$ cat config.mk
export PLATFORM = sky130hd
export DESIGN_NAME = hash_table_linear_probe_engine_top_flat
export DESIGN_NICKNAME = d
export VERILOG_FILES = /design/src/rtl/htlp_pkg.sv /design/src/rtl/htlp_if.sv /design/src/rtl/htlp_store.sv /design/src/rtl/htlp_ctrl.sv /design/src/rtl/hash_table_linear_probe_engine_top.sv /design/src/flat_wrapper.sv
export SDC_FILE = /design/constraint.sdc
export NUM_CORES = 2
export LEC_CHECK = 0
export BUFFER_PORTS_ARGS = -buffer_cell sky130_fd_sc_hd__buf_2
export CAP_MARGIN = 20
export CORE_ASPECT_RATIO = 1.25
export CORE_UTILIZATION = 53
export CTS_BUF_LIST = sky130_fd_sc_hd__clkbuf_4
export CTS_CLUSTER_SIZE = 20
export DETAILED_ROUTE_END_ITERATION = 8
export GPL_TIMING_DRIVEN = 0
export PLACE_DENSITY = 0.78
export SYNTH_ARGS = -nofsm -noshare
export SYNTH_HDL_FRONTEND = slang
export SYNTH_HIERARCHICAL = 1
export SYNTH_SLANG_ARGS = --single-unit
$ cat constraint.sdc
create_clock -name clk_i -period 16.6 [get_ports clk_i]
set_clock_uncertainty 0.1 [all_clocks]
set_input_delay 2.49 -clock clk_i [delete_from_list [all_inputs] [get_ports clk_i]]
set_output_delay 2.49 -clock clk_i [all_outputs]
set_load 0.01 [all_outputs]
$ cat src/rtl/htlp_pkg.sv
// Shared constants, codes and types for the linear-probe hash table engine.
package htlp_pkg;

  // Field widths of the request and response transactions
  localparam int CMD_W    = 2;
  localparam int HASH_W   = 64;
  localparam int KEY_W    = 32;
  localparam int VALUE_W  = 32;
  localparam int STATUS_W = 2;
  localparam int COUNT_W  = 5;
  localparam int LOAD_W   = 7;
  localparam int TAG_W    = 8;

  // Defaults for the top-level parameters
  localparam int SLOTS_DEF      = 16;
  localparam int KEY_BITS_DEF   = 32;
  localparam int VALUE_BITS_DEF = 32;

  // Load threshold handling
  localparam logic [LOAD_W-1:0] LOAD_DEFAULT = 7'd75;
  localparam int                PCT_FULL     = 100;

  // Slot tag codes; live tags hold the top seven hash bits with bit 7 clear
  localparam logic [TAG_W-1:0] TAG_EMPTY   = 8'h80;
  localparam logic [TAG_W-1:0] TAG_DELETED = 8'hFE;

  // Command codes
  localparam logic [CMD_W-1:0] CMD_FIND   = 2'd0;
  localparam logic [CMD_W-1:0] CMD_ADD    = 2'd1;
  localparam logic [CMD_W-1:0] CMD_REMOVE = 2'd2;

  // Status codes
  localparam logic [STATUS_W-1:0] ST_OK        = 2'd0;
  localparam logic [STATUS_W-1:0] ST_NOT_FOUND = 2'd1;
  localparam logic [STATUS_W-1:0] ST_NO_ROOM   = 2'd2;

  // Sequencer states
  typedef enum logic [2:0] {
    S_CLEAR,
    S_IDLE,
    S_MOD,
    S_PROBE,
    S_APPLY,
    S_RESP
  } state_e;

  // Per-store write enables
  typedef struct packed {
    logic tag;
    logic hash;
    logic key;
    logic value;
  } wr_en_t;

  // One response transaction
  typedef struct packed {
    logic [STATUS_W-1:0] status;
    logic [VALUE_W-1:0]  found_value;
    logic [COUNT_W-1:0]  entry_count;
  } res_t;

endpackage

$ cat src/rtl/htlp_if.sv
// Valid/ready channel interfaces for requests and responses.
interface htlp_in_if;
  import htlp_pkg::*;

  logic                valid;
  logic                ready;
  logic [CMD_W-1:0]    cmd;
  logic [HASH_W-1:0]   lookup_hash;
  logic [KEY_W-1:0]    key;
  logic [VALUE_W-1:0]  value;

  modport source (output valid, cmd, lookup_hash, key, value, input ready);
  modport sink   (input valid, cmd, lookup_hash, key, value, output ready);
endinterface

interface htlp_out_if;
  import htlp_pkg::*;

  logic                valid;
  logic                ready;
  logic [STATUS_W-1:0] status;
  logic [VALUE_W-1:0]  found_value;
  logic [COUNT_W-1:0]  entry_count;

  modport source (output valid, status, found_value, entry_count, input ready);
  modport sink   (input valid, status, found_value, entry_count, output ready);
endinterface

$ cat src/rtl/htlp_store.sv
// Slot storage: tag, hash, key and value memories with one write and one read port.
module htlp_store #(
  parameter int SLOTS      = htlp_pkg::SLOTS_DEF,
  parameter int KEY_BITS   = htlp_pkg::KEY_BITS_DEF,
  parameter int VALUE_BITS = htlp_pkg::VALUE_BITS_DEF,
  localparam int IDX_W     = $clog2(SLOTS),
  localparam int KW        = (KEY_BITS < htlp_pkg::KEY_W) ? KEY_BITS : htlp_pkg::KEY_W,
  localparam int VW        = (VALUE_BITS < htlp_pkg::VALUE_W) ? VALUE_BITS : htlp_pkg::VALUE_W
) (
  input  logic                         clk_i,
  input  htlp_pkg::wr_en_t             wr_en_i,
  input  logic [IDX_W-1:0]             wr_addr_i,
  input  logic [htlp_pkg::TAG_W-1:0]   wr_tag_i,
  input  logic [htlp_pkg::HASH_W-1:0]  wr_hash_i,
  input  logic [KW-1:0]                wr_key_i,
  input  logic [VW-1:0]                wr_value_i,
  input  logic [IDX_W-1:0]             rd_addr_i,
  output logic [htlp_pkg::TAG_W-1:0]   rd_tag_o,
  output logic [htlp_pkg::HASH_W-1:0]  rd_hash_o,
  output logic [KW-1:0]                rd_key_o,
  output logic [VW-1:0]                rd_value_o
);
  import htlp_pkg::*;

  logic [TAG_W-1:0]  tag_mem   [SLOTS];
  logic [HASH_W-1:0] hash_mem  [SLOTS];
  logic [KW-1:0]     key_mem   [SLOTS];
  logic [VW-1:0]     value_mem [SLOTS];

  // Write port, per-store enables
  always_ff @(posedge clk_i) begin
    if (wr_en_i.tag)   tag_mem[wr_addr_i]   <= wr_tag_i;
    if (wr_en_i.hash)  hash_mem[wr_addr_i]  <= wr_hash_i;
    if (wr_en_i.key)   key_mem[wr_addr_i]   <= wr_key_i;
    if (wr_en_i.value) value_mem[wr_addr_i] <= wr_value_i;
  end

  // Registered read port, one slot per cycle
  always_ff @(posedge clk_i) begin
    rd_tag_o   <= tag_mem[rd_addr_i];
    rd_hash_o  <= hash_mem[rd_addr_i];
    rd_key_o   <= key_mem[rd_addr_i];
    rd_value_o <= value_mem[rd_addr_i];
  end

endmodule

$ cat src/rtl/htlp_ctrl.sv
// Probe sequencer: home-slot reduction, slot compare loop, table update and live count.
module htlp_ctrl #(
  parameter int SLOTS      = htlp_pkg::SLOTS_DEF,
  parameter int KEY_BITS   = htlp_pkg::KEY_BITS_DEF,
  parameter int VALUE_BITS = htlp_pkg::VALUE_BITS_DEF,
  localparam int IDX_W     = $clog2(SLOTS),
  localparam int KW        = (KEY_BITS < htlp_pkg::KEY_W) ? KEY_BITS : htlp_pkg::KEY_W,
  localparam int VW        = (VALUE_BITS < htlp_pkg::VALUE_W) ? VALUE_BITS : htlp_pkg::VALUE_W
) (
  input  logic                         clk_i,
  input  logic                         rst_ni,
  input  logic [htlp_pkg::LOAD_W-1:0]  load_pct_i,
  htlp_in_if.sink                      in_i,
  output logic                         res_valid_o,
  output htlp_pkg::res_t               res_o,
  input  logic                         res_ready_i,
  // store ports
  output htlp_pkg::wr_en_t             wr_en_o,
  output logic [IDX_W-1:0]             wr_addr_o,
  output logic [htlp_pkg::TAG_W-1:0]   wr_tag_o,
  output logic [htlp_pkg::HASH_W-1:0]  wr_hash_o,
  output logic [KW-1:0]                wr_key_o,
  output logic [VW-1:0]                wr_value_o,
  output logic [IDX_W-1:0]             rd_addr_o,
  input  logic [htlp_pkg::TAG_W-1:0]   rd_tag_i,
  input  logic [htlp_pkg::HASH_W-1:0]  rd_hash_i,
  input  logic [KW-1:0]                rd_key_i,
  input  logic [VW-1:0]                rd_value_i
);
  import htlp_pkg::*;

  localparam int  CNT_W      = $clog2(SLOTS + 1);
  localparam int  LW         = CNT_W + LOAD_W;
  localparam bit  SLOTS_POW2 = (SLOTS & (SLOTS - 1)) == 0;
  localparam logic [IDX_W-1:0] LAST_IDX = IDX_W'(SLOTS - 1);
  localparam logic [CNT_W-1:0] SLOTS_C  = CNT_W'(SLOTS);
  localparam logic [CNT_W-1:0] LAST_C   = CNT_W'(SLOTS - 1);

  state_e state_q, state_d;

  logic [IDX_W-1:0]  rd_addr_q, rd_addr_d;
  logic [CNT_W-1:0]  iss_q, iss_d;
  logic              chk_vld_q, chk_vld_d;
  logic [IDX_W-1:0]  chk_addr_q, chk_addr_d;
  logic [CNT_W-1:0]  chk_n_q, chk_n_d;
  logic [3:0]        mod_cnt_q, mod_cnt_d;
  logic [CMD_W-1:0]  cmd_q, cmd_d;
  logic [HASH_W-1:0] hash_q, hash_d;
  logic [KW-1:0]     key_q, key_d;
  logic [VW-1:0]     val_q, val_d;
  logic              found_q, found_d;
  logic [IDX_W-1:0]  hit_q, hit_d;
  logic              have_free_q, have_free_d;
  logic [IDX_W-1:0]  free_q, free_d;
  logic [VW-1:0]     fval_q, fval_d;
  logic [CNT_W-1:0]  live_q, live_d;
  res_t              res_q, res_d;

  logic [TAG_W-1:0]  h1;
  logic              slot_empty, slot_del, slot_match, probe_done;
  logic [IDX_W-1:0]  mod_next;
  logic              over_load;
  logic [LOAD_W-1:0] lp;
  logic [LW-1:0]     load_lhs, load_rhs;
  logic [VW+VALUE_W-1:0] fval_ext;
  logic [CNT_W+COUNT_W-1:0] cnt_ext;

  assign h1 = {1'b0, hash_q[HASH_W-1 -: TAG_W-1]};

  // Slot compare on the registered read data
  always_comb begin
    slot_empty = rd_tag_i == TAG_EMPTY;
    slot_del   = rd_tag_i == TAG_DELETED;
    slot_match = (rd_tag_i == h1) && (rd_hash_i == hash_q) && (rd_key_i == key_q);
    probe_done = (state_q == S_PROBE) && chk_vld_q &&
                 (slot_empty || slot_match || (chk_n_q == LAST_C));
  end

  // Home-slot reduction, four hash bits per cycle, most significant first
  always_comb begin : mod_unit
    logic [IDX_W:0]   t;
    logic [IDX_W-1:0] r;
    logic [3:0]       nib;
    r   = rd_addr_q;
    nib = hash_q[{~mod_cnt_q, 2'b00} +: 4];
    for (int b = 3; b >= 0; b--) begin
      t = {r, nib[b]};
      if (t >= (IDX_W + 1)'(SLOTS)) t = t - (IDX_W + 1)'(SLOTS);
      r = t[IDX_W-1:0];
    end
    mod_next = r;
  end

  // Load threshold check for adds of new keys
  always_comb begin
    lp        = (load_pct_i == '0) ? LOAD_DEFAULT : load_pct_i;
    load_lhs  = (LW'(live_q) + LW'(1)) * LW'(PCT_FULL);
    load_rhs  = LW'(SLOTS) * LW'(lp);
    over_load = load_lhs >= load_rhs;
  end

  // Next state
  always_comb begin
    state_d = state_q;
    unique case (state_q)
      S_CLEAR: if (rd_addr_q == LAST_IDX) state_d = S_IDLE;
      S_IDLE:  if (in_i.valid) state_d = SLOTS_POW2 ? S_PROBE : S_MOD;
      S_MOD:   if (mod_cnt_q == 4'hF) state_d = S_PROBE;
      S_PROBE: if (probe_done) state_d = S_APPLY;
      S_APPLY: state_d = S_RESP;
      S_RESP:  if (res_ready_i) state_d = S_IDLE;
      default: state_d = S_IDLE;
    endcase
  end

  // Datapath and outputs
  always_comb begin
    rd_addr_d   = rd_addr_q;
    iss_d       = iss_q;
    chk_vld_d   = 1'b0;
    chk_addr_d  = rd_addr_q;
    chk_n_d     = chk_n_q;
    mod_cnt_d   = mod_cnt_q;
    cmd_d       = cmd_q;
    hash_d      = hash_q;
    key_d       = key_q;
    val_d       = val_q;
    found_d     = found_q;
    hit_d       = hit_q;
    have_free_d = have_free_q;
    free_d      = free_q;
    fval_d      = fval_q;
    live_d      = live_q;
    res_d       = res_q;

    in_i.ready  = state_q == S_IDLE;
    res_valid_o = state_q == S_RESP;
    rd_addr_o   = rd_addr_q;

    wr_en_o     = '0;
    wr_addr_o   = found_q ? hit_q : free_q;
    wr_tag_o    = (cmd_q == CMD_REMOVE) ? TAG_DELETED : h1;
    wr_hash_o   = hash_q;
    wr_key_o    = key_q;
    wr_value_o  = val_q;

    fval_ext    = '0;
    cnt_ext     = '0;

    unique case (state_q)
      // Sweep every tag to empty after reset
      S_CLEAR: begin
        wr_en_o.tag = 1'b1;
        wr_addr_o   = rd_addr_q;
        wr_tag_o    = TAG_EMPTY;
        rd_addr_d   = (rd_addr_q == LAST_IDX) ? '0 : rd_addr_q + 1'b1;
      end
      S_IDLE: begin
        if (in_i.valid) begin
          cmd_d       = in_i.cmd;
          hash_d      = in_i.lookup_hash;
          key_d       = in_i.key[KW-1:0];
          val_d       = in_i.value[VW-1:0];
          rd_addr_d   = SLOTS_POW2 ? in_i.lookup_hash[IDX_W-1:0] : '0;
          mod_cnt_d   = '0;
          iss_d       = '0;
          chk_n_d     = '0;
          found_d     = 1'b0;
          have_free_d = 1'b0;
          fval_d      = '0;
        end
      end
      S_MOD: begin
        rd_addr_d = mod_next;
        mod_cnt_d = mod_cnt_q + 1'b1;
      end
      // Issue one read per cycle, check the slot read in the cycle before
      S_PROBE: begin
        if (iss_q < SLOTS_C) begin
          chk_vld_d = 1'b1;
          iss_d     = iss_q + 1'b1;
          rd_addr_d = (rd_addr_q == LAST_IDX) ? '0 : rd_addr_q + 1'b1;
        end
        if (chk_vld_q) begin
          chk_n_d = chk_n_q + 1'b1;
          if ((slot_empty || slot_del) && !have_free_q) begin
            have_free_d = 1'b1;
            free_d      = chk_addr_q;
          end
          if (!slot_empty && !slot_del && slot_match) begin
            found_d = 1'b1;
            hit_d   = chk_addr_q;
            fval_d  = rd_value_i;
          end
        end
      end
      // Apply the command and build the response
      S_APPLY: begin
        res_d.status = ST_NOT_FOUND;
        fval_ext     = '0;
        case (cmd_q)
          CMD_ADD: begin
            if (found_q) begin
              wr_en_o.value = 1'b1;
              res_d.status  = ST_OK;
            end else if (over_load || !have_free_q) begin
              res_d.status = ST_NO_ROOM;
            end else begin
              wr_en_o      = '1;
              live_d       = live_q + 1'b1;
              res_d.status = ST_OK;
            end
          end
          CMD_REMOVE: begin
            if (found_q) begin
              wr_en_o.tag  = 1'b1;
              res_d.status = ST_OK;
              if (live_q != '0) live_d = live_q - 1'b1;
            end
          end
          default: begin
            if (found_q) begin
              res_d.status = ST_OK;
              fval_ext     = {{VALUE_W{1'b0}}, fval_q};
            end
          end
        endcase
        cnt_ext           = {{COUNT_W{1'b0}}, live_d};
        res_d.found_value = fval_ext[VALUE_W-1:0];
        res_d.entry_count = cnt_ext[COUNT_W-1:0];
      end
      S_RESP: ;
      default: ;
    endcase
  end

  // Control registers
  always_ff @(posedge clk_i or negedge rst_ni) begin
    if (!rst_ni) begin
      state_q   <= S_CLEAR;
      rd_addr_q <= '0;
      chk_vld_q <= 1'b0;
      live_q    <= '0;
    end else begin
      state_q   <= state_d;
      rd_addr_q <= rd_addr_d;
      chk_vld_q <= chk_vld_d;
      live_q    <= live_d;
    end
  end

  // Working registers of the current transaction
  always_ff @(posedge clk_i) begin
    iss_q       <= iss_d;
    chk_addr_q  <= chk_addr_d;
    chk_n_q     <= chk_n_d;
    mod_cnt_q   <= mod_cnt_d;
    cmd_q       <= cmd_d;
    hash_q      <= hash_d;
    key_q       <= key_d;
    val_q       <= val_d;
    found_q     <= found_d;
    hit_q       <= hit_d;
    have_free_q <= have_free_d;
    free_q      <= free_d;
    fval_q      <= fval_d;
    res_q       <= res_d;
  end

  assign res_o = res_q;

endmodule

$ cat src/rtl/hash_table_linear_probe_engine_top.sv
// Top level: load threshold register, probe sequencer, slot store and response register.
//
// Open-addressing hash table with linear probing over SLOTS slots.
// Requests arrive on in_i (valid/ready): cmd find, add/update or remove, a 64-bit
// key hash, key and value. Each request yields one response transaction on out_o
// with status, found value and the live entry count after the request.
// cfg_we_i/cfg_wdata_i write the load percent register (reset 75); write it only
// while no request is in flight.
// The probe loop examines 1 to SLOTS slots, reading one slot per cycle from the
// slot memory; the command is then applied and the response handed to the response
// register. When SLOTS is not a power of two, the home slot is first reduced four
// hash bits per cycle.
// One request is handled at a time; in_i.ready is high only when the sequencer is idle.
// After reset the tag memory is swept to empty before the first request is taken.
// A stalled out_o holds its response; the next request may still be accepted and
// processed, and its response waits until the register is free.
module hash_table_linear_probe_engine_top #(
  parameter int SLOTS      = htlp_pkg::SLOTS_DEF,
  parameter int KEY_BITS   = htlp_pkg::KEY_BITS_DEF,
  parameter int VALUE_BITS = htlp_pkg::VALUE_BITS_DEF
) (
  input  logic                         clk_i,
  input  logic                         rst_ni,
  input  logic                         cfg_we_i,
  input  logic [htlp_pkg::LOAD_W-1:0]  cfg_wdata_i,
  htlp_in_if.sink                      in_i,
  htlp_out_if.source                   out_o
);
  import htlp_pkg::*;

  localparam int IDX_W = $clog2(SLOTS);
  localparam int KW    = (KEY_BITS < KEY_W) ? KEY_BITS : KEY_W;
  localparam int VW    = (VALUE_BITS < VALUE_W) ? VALUE_BITS : VALUE_W;

  logic [LOAD_W-1:0] load_pct_q;
  logic              out_vld_q, out_vld_d;
  res_t              out_q;
  logic              res_valid, res_ready;
  res_t              res;

  wr_en_t            wr_en;
  logic [IDX_W-1:0]  wr_addr, rd_addr;
  logic [TAG_W-1:0]  wr_tag, rd_tag;
  logic [HASH_W-1:0] wr_hash, rd_hash;
  logic [KW-1:0]     wr_key, rd_key;
  logic [VW-1:0]     wr_value, rd_value;

  // Load percent register
  always_ff @(posedge clk_i or negedge rst_ni) begin
    if (!rst_ni) begin
      load_pct_q <= LOAD_DEFAULT;
    end else if (cfg_we_i) begin
      load_pct_q <= cfg_wdata_i;
    end
  end

  htlp_ctrl #(
    .SLOTS      (SLOTS),
    .KEY_BITS   (KEY_BITS),
    .VALUE_BITS (VALUE_BITS)
  ) u_ctrl (
    .clk_i       (clk_i),
    .rst_ni      (rst_ni),
    .load_pct_i  (load_pct_q),
    .in_i        (in_i),
    .res_valid_o (res_valid),
    .res_o       (res),
    .res_ready_i (res_ready),
    .wr_en_o     (wr_en),
    .wr_addr_o   (wr_addr),
    .wr_tag_o    (wr_tag),
    .wr_hash_o   (wr_hash),
    .wr_key_o    (wr_key),
    .wr_value_o  (wr_value),
    .rd_addr_o   (rd_addr),
    .rd_tag_i    (rd_tag),
    .rd_hash_i   (rd_hash),
    .rd_key_i    (rd_key),
    .rd_value_i  (rd_value)
  );

  htlp_store #(
    .SLOTS      (SLOTS),
    .KEY_BITS   (KEY_BITS),
    .VALUE_BITS (VALUE_BITS)
  ) u_store (
    .clk_i      (clk_i),
    .wr_en_i    (wr_en),
    .wr_addr_i  (wr_addr),
    .wr_tag_i   (wr_tag),
    .wr_hash_i  (wr_hash),
    .wr_key_i   (wr_key),
    .wr_value_i (wr_value),
    .rd_addr_i  (rd_addr),
    .rd_tag_o   (rd_tag),
    .rd_hash_o  (rd_hash),
    .rd_key_o   (rd_key),
    .rd_value_o (rd_value)
  );

  // Response register: free when empty or being taken this cycle
  assign res_ready = !out_vld_q || out_o.ready;

  always_comb begin
    out_vld_d = out_vld_q;
    if (out_o.ready) out_vld_d = 1'b0;
    if (res_valid && res_ready) out_vld_d = 1'b1;
  end

  always_ff @(posedge clk_i or negedge rst_ni) begin
    if (!rst_ni) begin
      out_vld_q <= 1'b0;
    end else begin
      out_vld_q <= out_vld_d;
    end
  end

  always_ff @(posedge clk_i) begin
    if (res_valid && res_ready) out_q <= res;
  end

  assign out_o.valid       = out_vld_q;
  assign out_o.status      = out_q.status;
  assign out_o.found_value = out_q.found_value;
  assign out_o.entry_count = out_q.entry_count;

endmodule
$ cat src/flat_wrapper.sv
// flat-port wrapper written by rule: the top's interface ports become plain ports
module hash_table_linear_probe_engine_top_flat import htlp_pkg::*;
#(
  parameter int SLOTS      = htlp_pkg::SLOTS_DEF,
  parameter int KEY_BITS   = htlp_pkg::KEY_BITS_DEF,
  parameter int VALUE_BITS = htlp_pkg::VALUE_BITS_DEF
)
  (clk_i, rst_ni, cfg_we_i, cfg_wdata_i, in_i_valid, in_i_cmd, in_i_lookup_hash, in_i_key, in_i_value, in_i_ready, out_o_valid, out_o_status, out_o_found_value, out_o_entry_count, out_o_ready);
  htlp_in_if in_i_i ();
  htlp_out_if out_o_i ();
  input  logic clk_i;
  input  logic rst_ni;
  input  logic cfg_we_i;
  input  logic [htlp_pkg::LOAD_W-1:0] cfg_wdata_i;
  input wire logic [$bits(in_i_i.valid)-1:0] in_i_valid;
  input wire logic [$bits(in_i_i.cmd)-1:0] in_i_cmd;
  input wire logic [$bits(in_i_i.lookup_hash)-1:0] in_i_lookup_hash;
  input wire logic [$bits(in_i_i.key)-1:0] in_i_key;
  input wire logic [$bits(in_i_i.value)-1:0] in_i_value;
  output wire logic [$bits(in_i_i.ready)-1:0] in_i_ready;
  output wire logic [$bits(out_o_i.valid)-1:0] out_o_valid;
  output wire logic [$bits(out_o_i.status)-1:0] out_o_status;
  output wire logic [$bits(out_o_i.found_value)-1:0] out_o_found_value;
  output wire logic [$bits(out_o_i.entry_count)-1:0] out_o_entry_count;
  input wire logic [$bits(out_o_i.ready)-1:0] out_o_ready;
  assign in_i_i.valid = in_i_valid;
  assign in_i_i.cmd = in_i_cmd;
  assign in_i_i.lookup_hash = in_i_lookup_hash;
  assign in_i_i.key = in_i_key;
  assign in_i_i.value = in_i_value;
  assign in_i_ready = in_i_i.ready;
  assign out_o_valid = out_o_i.valid;
  assign out_o_status = out_o_i.status;
  assign out_o_found_value = out_o_i.found_value;
  assign out_o_entry_count = out_o_i.entry_count;
  assign out_o_i.ready = out_o_ready;
  hash_table_linear_probe_engine_top #(.SLOTS(SLOTS), .KEY_BITS(KEY_BITS), .VALUE_BITS(VALUE_BITS)) u_core (.clk_i(clk_i), .rst_ni(rst_ni), .cfg_we_i(cfg_we_i), .cfg_wdata_i(cfg_wdata_i), .in_i(in_i_i), .out_o(out_o_i));
endmodule
=== Word-level counts from Yosys, hierarchy flattened ===
Memories as Yosys holds them, arrays and structs flattened. A register that Yosys moved wholly into a read port is not among the register bits.
Index checks and enable logic that the tools add are counted.

* Reduce and logical (&&, ||, !) cells: 35
* Divide/modulo/power cells: 0
* Magnitude comparators: 6
* Bitwise logic cells: 2
* Equality and inequality tests: 24
* $mul: 1
* Add/sub/neg operators: 11
* Muxes and demuxes: 66
* Shift-type cells: 1

{| class="wikitable"
|+ Operator list
! operator !! number
|-
| $mux W32 || 3
|-
| $eq A64 B64 Y1 || 1
|-
| $pmux W32 S2 || 1
|-
| $shiftx A64 B7 Y4 || 1
|-
| $mux W4 || 11
|-
| $mux W5 || 7
|-
| $eq A32 B32 Y1 || 1
|-
| $pmux W5 S2 || 3
|-
| $mux W3 || 8
|-
| $ge A5 B5 Y1 const B || 4
|-
| $mux W1 || 20
|-
| $pmux W3 S6 || 1
|-
| $eq A8 B8 Y1 const B || 2
|-
| $mux W8 || 2
|-
| $pmux W4 S4 || 1
|-
| $sub A4 B1 Y4 const B || 4
|-
| $add A5 B1 Y5 const B || 3
|-
| $reduce_and A3 Y1 || 5
|-
| $ge A12 B11 Y1 || 1
|-
| $ne A2 B2 Y1 const B || 6
|-
| $mul A6 B5 Y10 const B || 1
|-
| $add A4 B1 Y4 const B || 2
|-
| $eq A4 B4 Y1 const B || 2
|-
| $eq A8 B7 Y1 || 1
|-
| 28 further kinds || 55
|}

* Input bits: 142
* Output and inout bits: 41
* ROM bits: 0
* Latch bits: 0
* Memory bits (writable): 2176
* Memories kept: 4
* Register bits after elaboration: 289
* Word-level logic and storage cells: 175

{| class="wikitable"
|+ Memories
! memory !! words !! width !! read ports !! clocked after memory_dff !! wr ports !! RTL line !! text
|-
| u_core.u_store.hash_mem || 16 || 64 || 1 || 1 || 1 || htlp_store.sv:26 || <nowiki>logic [HASH_W-1:0] hash_mem [SLOTS];</nowiki>
|-
| u_core.u_store.key_mem || 16 || 32 || 1 || 1 || 1 || htlp_store.sv:27 || <nowiki>logic [KW-1:0] key_mem [SLOTS];</nowiki>
|-
| u_core.u_store.value_mem || 16 || 32 || 1 || 1 || 1 || htlp_store.sv:28 || <nowiki>logic [VW-1:0] value_mem [SLOTS];</nowiki>
|-
| u_core.u_store.tag_mem || 16 || 8 || 1 || 1 || 1 || htlp_store.sv:25 || <nowiki>logic [TAG_W-1:0] tag_mem [SLOTS];</nowiki>
|}

=== Depth between registers and ports, before layout ===
* Word-level depth: 11
* Mapped depth: 22
* Mapped depth without buffers: 21

=== Modules after synthesis ===
The synthesis kept the hierarchy.

{| class="wikitable"
|+ Modules (own cells, without submodules)
! module !! seq. area each (um^2) !! area each (um^2) !! cells each !! instances
|-
| htlp_store || 68065.3 || 85081.6 || 3716 || 1
|-
| htlp_ctrl || 7161.9 || 11267.1 || 833 || 1
|-
| hash_table_linear_probe_engine_top || 1376.3 || 1511.4 || 58 || 1
|}

=== Worst setup path after synthesis ===
OpenSTA, ideal clock, no wires.

* Path type: register to register
* Start: register u_core.u_ctrl.live_q[0]
* End: memory u_core.u_store.hash_mem[10][0] (enable)
* Path buffers: 3
* Setup slack: 10.015 ns
* Arrival time: 6.056 ns
* Stages on the path, launching flop included: 23
* Period minus slack after synthesis: 6.585 ns
* Path through: dfrtp_1 clkbuf_1 inv_1 ha_1 ha_1 ha_1 ha_1 inv_1 fa_1 inv_1 a21o_1 a21oi_1 xnor2_1 ha_1 o211ai_1 nand3_1 nand3_1 o21ai_0 nor4_1 and2_1 buf_4 clkbuf_1 and2_1

{| class="wikitable"
|+ RTL lines
! element !! RTL line !! text
|-
| from (decl) || htlp_ctrl.sv:56 || <nowiki>logic [CNT_W-1:0] live_q, live_d;</nowiki>
|-
| from (signal assigned) || htlp_ctrl.sv:248 || <nowiki>live_q <= live_d;</nowiki>
|-
| to (decl) || htlp_store.sv:26 ||
|}

==> impl_results.md <==
* Run status: finished clean
* Post-route ant nets at 0
* RSZ-0062 raised after global routing: false
* DR vias at 52660
* Crit Path Max Fanout at 38
* Layout area overhead at 14.00%
* Req. time, crit path at 17.49 ns
* Hold Fails Final Rpt at 0
* Mapped Cells at 4607
* Clk Latency, worst-skew pair at 1.41 ns
* Syn Area/Cell at 21.24 um2
* PostCTS Resize Cnt at 0
* Netlist cell types at 65
* Die ar. at 186400 um2
* Detailed Place HPWL at 164100 um
* Worst-margin pin slew at 1.261 ns
* Post-CTS Setup Bufs at 0
* TritonCTS buffer count at 622
* WL final at 260800 um
* Tot GR Track Use at 0.2812
* Max_slew headroom at 0.1534
* Synth Warn # at 6
* Via density at 6.286
* Leakage power at 37.71 nW
* Arrival time worst endpoint at 8.00 ns
* Synth top area share at 0.7487
* Total gr overflow at 0
* Core area at 182600 um2
* Largest net degree at the start of global routing at 74
* Layout cells sized above 1 at 0.3128
* Hold Path Class: reg2reg
* Endpoints failing setup at 0
* Setup TNS at 0 ns
* Clock power frac at 0.298
* Max H-tree Level at 6
* Final Max Tran Viols at 0
* Maximum vdd drop at 0.1239 mV
* CTS Sinks at 2601
* Setup CP Type: reg2reg
* Total I/O pin count at 183
* TritonCTS clock tree: done
* Power density over the cells at 160.7 nW/um2
* Largest area contributor in the netlist: edfxtp_1
* Crit end category: flop
* Net Switching at 5.611 mW
* Max Fclk at 140.7 MHz
* Routed len/inst at 31.13 um
* IO buf count at 181
* P_int at 12.32 mW
* Syn nets at 4782
* Pre-antenna DRT Iters at 8
* Combinational cell fraction of total power at 0.254
* Share of flip-flops with an asynchronous set or reset at 0.008074
* #FFs+latches synth at 2601
* Top_reg_cell synth: edfxtp_1
* Die span in x at 386.3 um
* Starting Density at 0.5359
* Seq pwr share at 0.448
* Chip height at 482.4 um
* DRT iter0 DRCs at 7670
* First-pass GRT wire length at 366500 um
* Final GP Congestion at 0.9709
* Row cnt at 175
* Power Total at 17.93 mW
* Area of the mapped netlist at 97860 um2
* Clock-pin slew on the worst setup and hold paths at 0.07 ns
* Post-synth EDFFs at 2440
* Tmin final at 7.109 ns
* Worst-case clock buffer depth at 4
* Initial antenna violation count at 14
* Final Cycle Share at 0.4283
* CTS Hold Bufs at 0
* Vias in the first global route at 53792
* Synth area leaders: edfxtp_1, mux4_2, dfxtp_1, a22oi_1, mux4_1
* Max-cap violations at 0
* DRC at 0
* Fin nets at 5653
* Sequential share of the synthesized area at 0.7828
* Switching Share at 0.3129
* Startpoint Class: flop
* CTS Root Cell: clkbuf_4
layer usage:
layer	global-route usage	share of wire	wire [um]	vias to the layer above
met5	0.003858	0.00039	102	-
met4	0.1592	0.060	15530	4
met3	0.08198	0.12	32330	766
met2	0.4424	0.48	124500	3988
met1	0.3503	0.34	88310	26681
li1	-	-	-	21221
power groups by stage:
stage | clock [mW] | sequential, mW | combinational (mW)
finish | 5.34 | 8.04 | 4.55
global route | 5.75 | 8.05 | 4.71
CTS | 5.43 | 8.02 | 4.48
detailed placement | 0 | 8.15 | 4.45
global placement | 0 | 8.15 | 4.32
floorplan | 0 | 7.96 | 2.86
critical path, cell delays in order (launching register included):
cell and delay (ns):
dfrtp_1 0.49, ha_1 0.31, xnor2_1 0.41, inv_1 0.09, ha_1 0.31, ha_1 0.30, ha_1 0.32, inv_1 0.07
fa_1 0.46, inv_1 0.07, a21o_1 0.11, a21oi_1 0.07, xnor2_1 0.23, ha_1 0.29, o211ai_1 0.09, nand3_1 0.13
nand3_1 0.12, o21ai_0 0.14, nor4_2 0.35, buf_4 0.26, and2_1 0.30, buf_4 0.21, clkbuf_1 0.34, and2_4 0.82
buf_16 0.29
Yosys cell counts, types with 17 or more instances:
master / count
buf_1: 21
ha_1: 32
xor2_1: 17
buf_4: 22
o21ai_0: 22
nand2_1: 173
buf_6: 25
inv_1: 59
and2_1: 137
nor2b_1: 54
nor2_1: 62
a22oi_1: 307
nand3_1: 48
xnor2_1: 49
buf_2: 63
mux2i_1: 148
dfrtp_1: 17
mux4_2: 433
mux4_1: 58
clkbuf_1: 90
dfxtp_1: 140
nand2b_1: 27
edfxtp_1: 2440
registers in the layout, summed over array words and instances, names as in the netlist, 5 cells and up:
signal,count
u_core/u_store/tag_mem,128
u_core/u_ctrl/live_q,5
u_core/u_ctrl/chk_n_q,5
u_core/out_o.found_value,32
u_core/u_store/key_mem,512
u_core/u_ctrl/wr_hash_o,64
u_core/load_pct_q,7
u_core/u_ctrl/res_o,39
u_core/u_ctrl/wr_key_o,32
u_core/u_store/value_mem,512
u_core/u_ctrl/iss_q,5
u_core/u_store/rd_value_o,32
u_core/out_o.entry_count,5
u_core/u_store/rd_tag_o,8
u_core/u_store/rd_key_o,32
u_core/u_ctrl/fval_q,32
u_core/u_ctrl/wr_value_o,32
u_core/u_store/hash_mem,1024
u_core/u_store/rd_hash_o,64
through the flow:
step	util	hold WS, ns	cell area [um2]	setup slack [ns]	instances
final	0.6109	0.3035	111600	9.491	8377
after CTS	0.6106	0.2916	111500	9.492	8358
after global routing	0.6108	0.2915	111500	9.078	8366
after global placement	0.5572	0.3047	101800	6.306	7177
after floorplan	-	0.3003	97860	10.01	4607
after detailed placement	0.5654	0.3045	103200	9.568	7240
cells by family (layout without fill, tap and decap cells):
kind of cell	Yosys count	in the layout	synth area share
xor+xnor	66	66	0.005907
fa+ha+maj	33	33	0.004296
buf+inv	283	1648	0.01467
other cells	0	16	0
simple gates	555	555	0.02886
mux	646	646	0.1314
flops	2601	2601	0.7828
compound gates	423	423	0.03205
layout by cell type, fill, tap and decap left out, types with 14 or more instances in the layout:
cell type,n
a22oi_1,307
and2_1,88
and2_2,32
and2_4,17
buf_1,19
buf_12,29
buf_16,24
buf_2,246
buf_4,27
buf_6,26
bufinv_16,17
clkbuf_1,90
clkbuf_4,948
clkinv_1,119
clkinv_2,21
dfrtp_1,17
dfxtp_1,140
diode_2,16
edfxtp_1,2440
ha_1,32
inv_1,57
mux2i_1,148
mux4_1,58
mux4_2,433
nand2_1,173
nand2b_1,27
nand3_1,48
nor2_1,61
nor2b_1,54
nor3_1,14
o21ai_0,22
xnor2_1,49
xor2_1,17
worst paths after layout:
check,cells after the start,slack [ns],end,from
max in group asynchronous,1,14.94,u_core/load_pct_q[5],rst_ni
hold / removal,0,0.30,u_core/u_ctrl/hit_q[1],u_core/u_ctrl/chk_addr_q[1]
min in group asynchronous,1,1.01,u_core/u_ctrl/chk_vld_q,rst_ni
setup reg to reg,24,9.49,u_core/u_store/hash_mem[7][15],u_core/u_ctrl/live_q[1]
hold reg to reg,0,0.30,u_core/u_ctrl/hit_q[1],u_core/u_ctrl/chk_addr_q[1]
setup / recovery,24,9.49,u_core/u_store/hash_mem[7][15],u_core/u_ctrl/live_q[1]
area by class of cell:
class | instances | area, um2
Sequential cell | 2601 | 76600
Fill cell | 12457 | 71050
Multi-Input combinational cell | 1723 | 19940
Clock buffer | 948 | 7117
Tap cell | 2389 | 2989
Timing Repair Buffer | 247 | 2291
Buffer | 224 | 1216
Clock inverter | 170 | 1132
Inverter | 59 | 229.0
Antenna cell | 16 | 40.04
(Power assumes the default switching activity.)
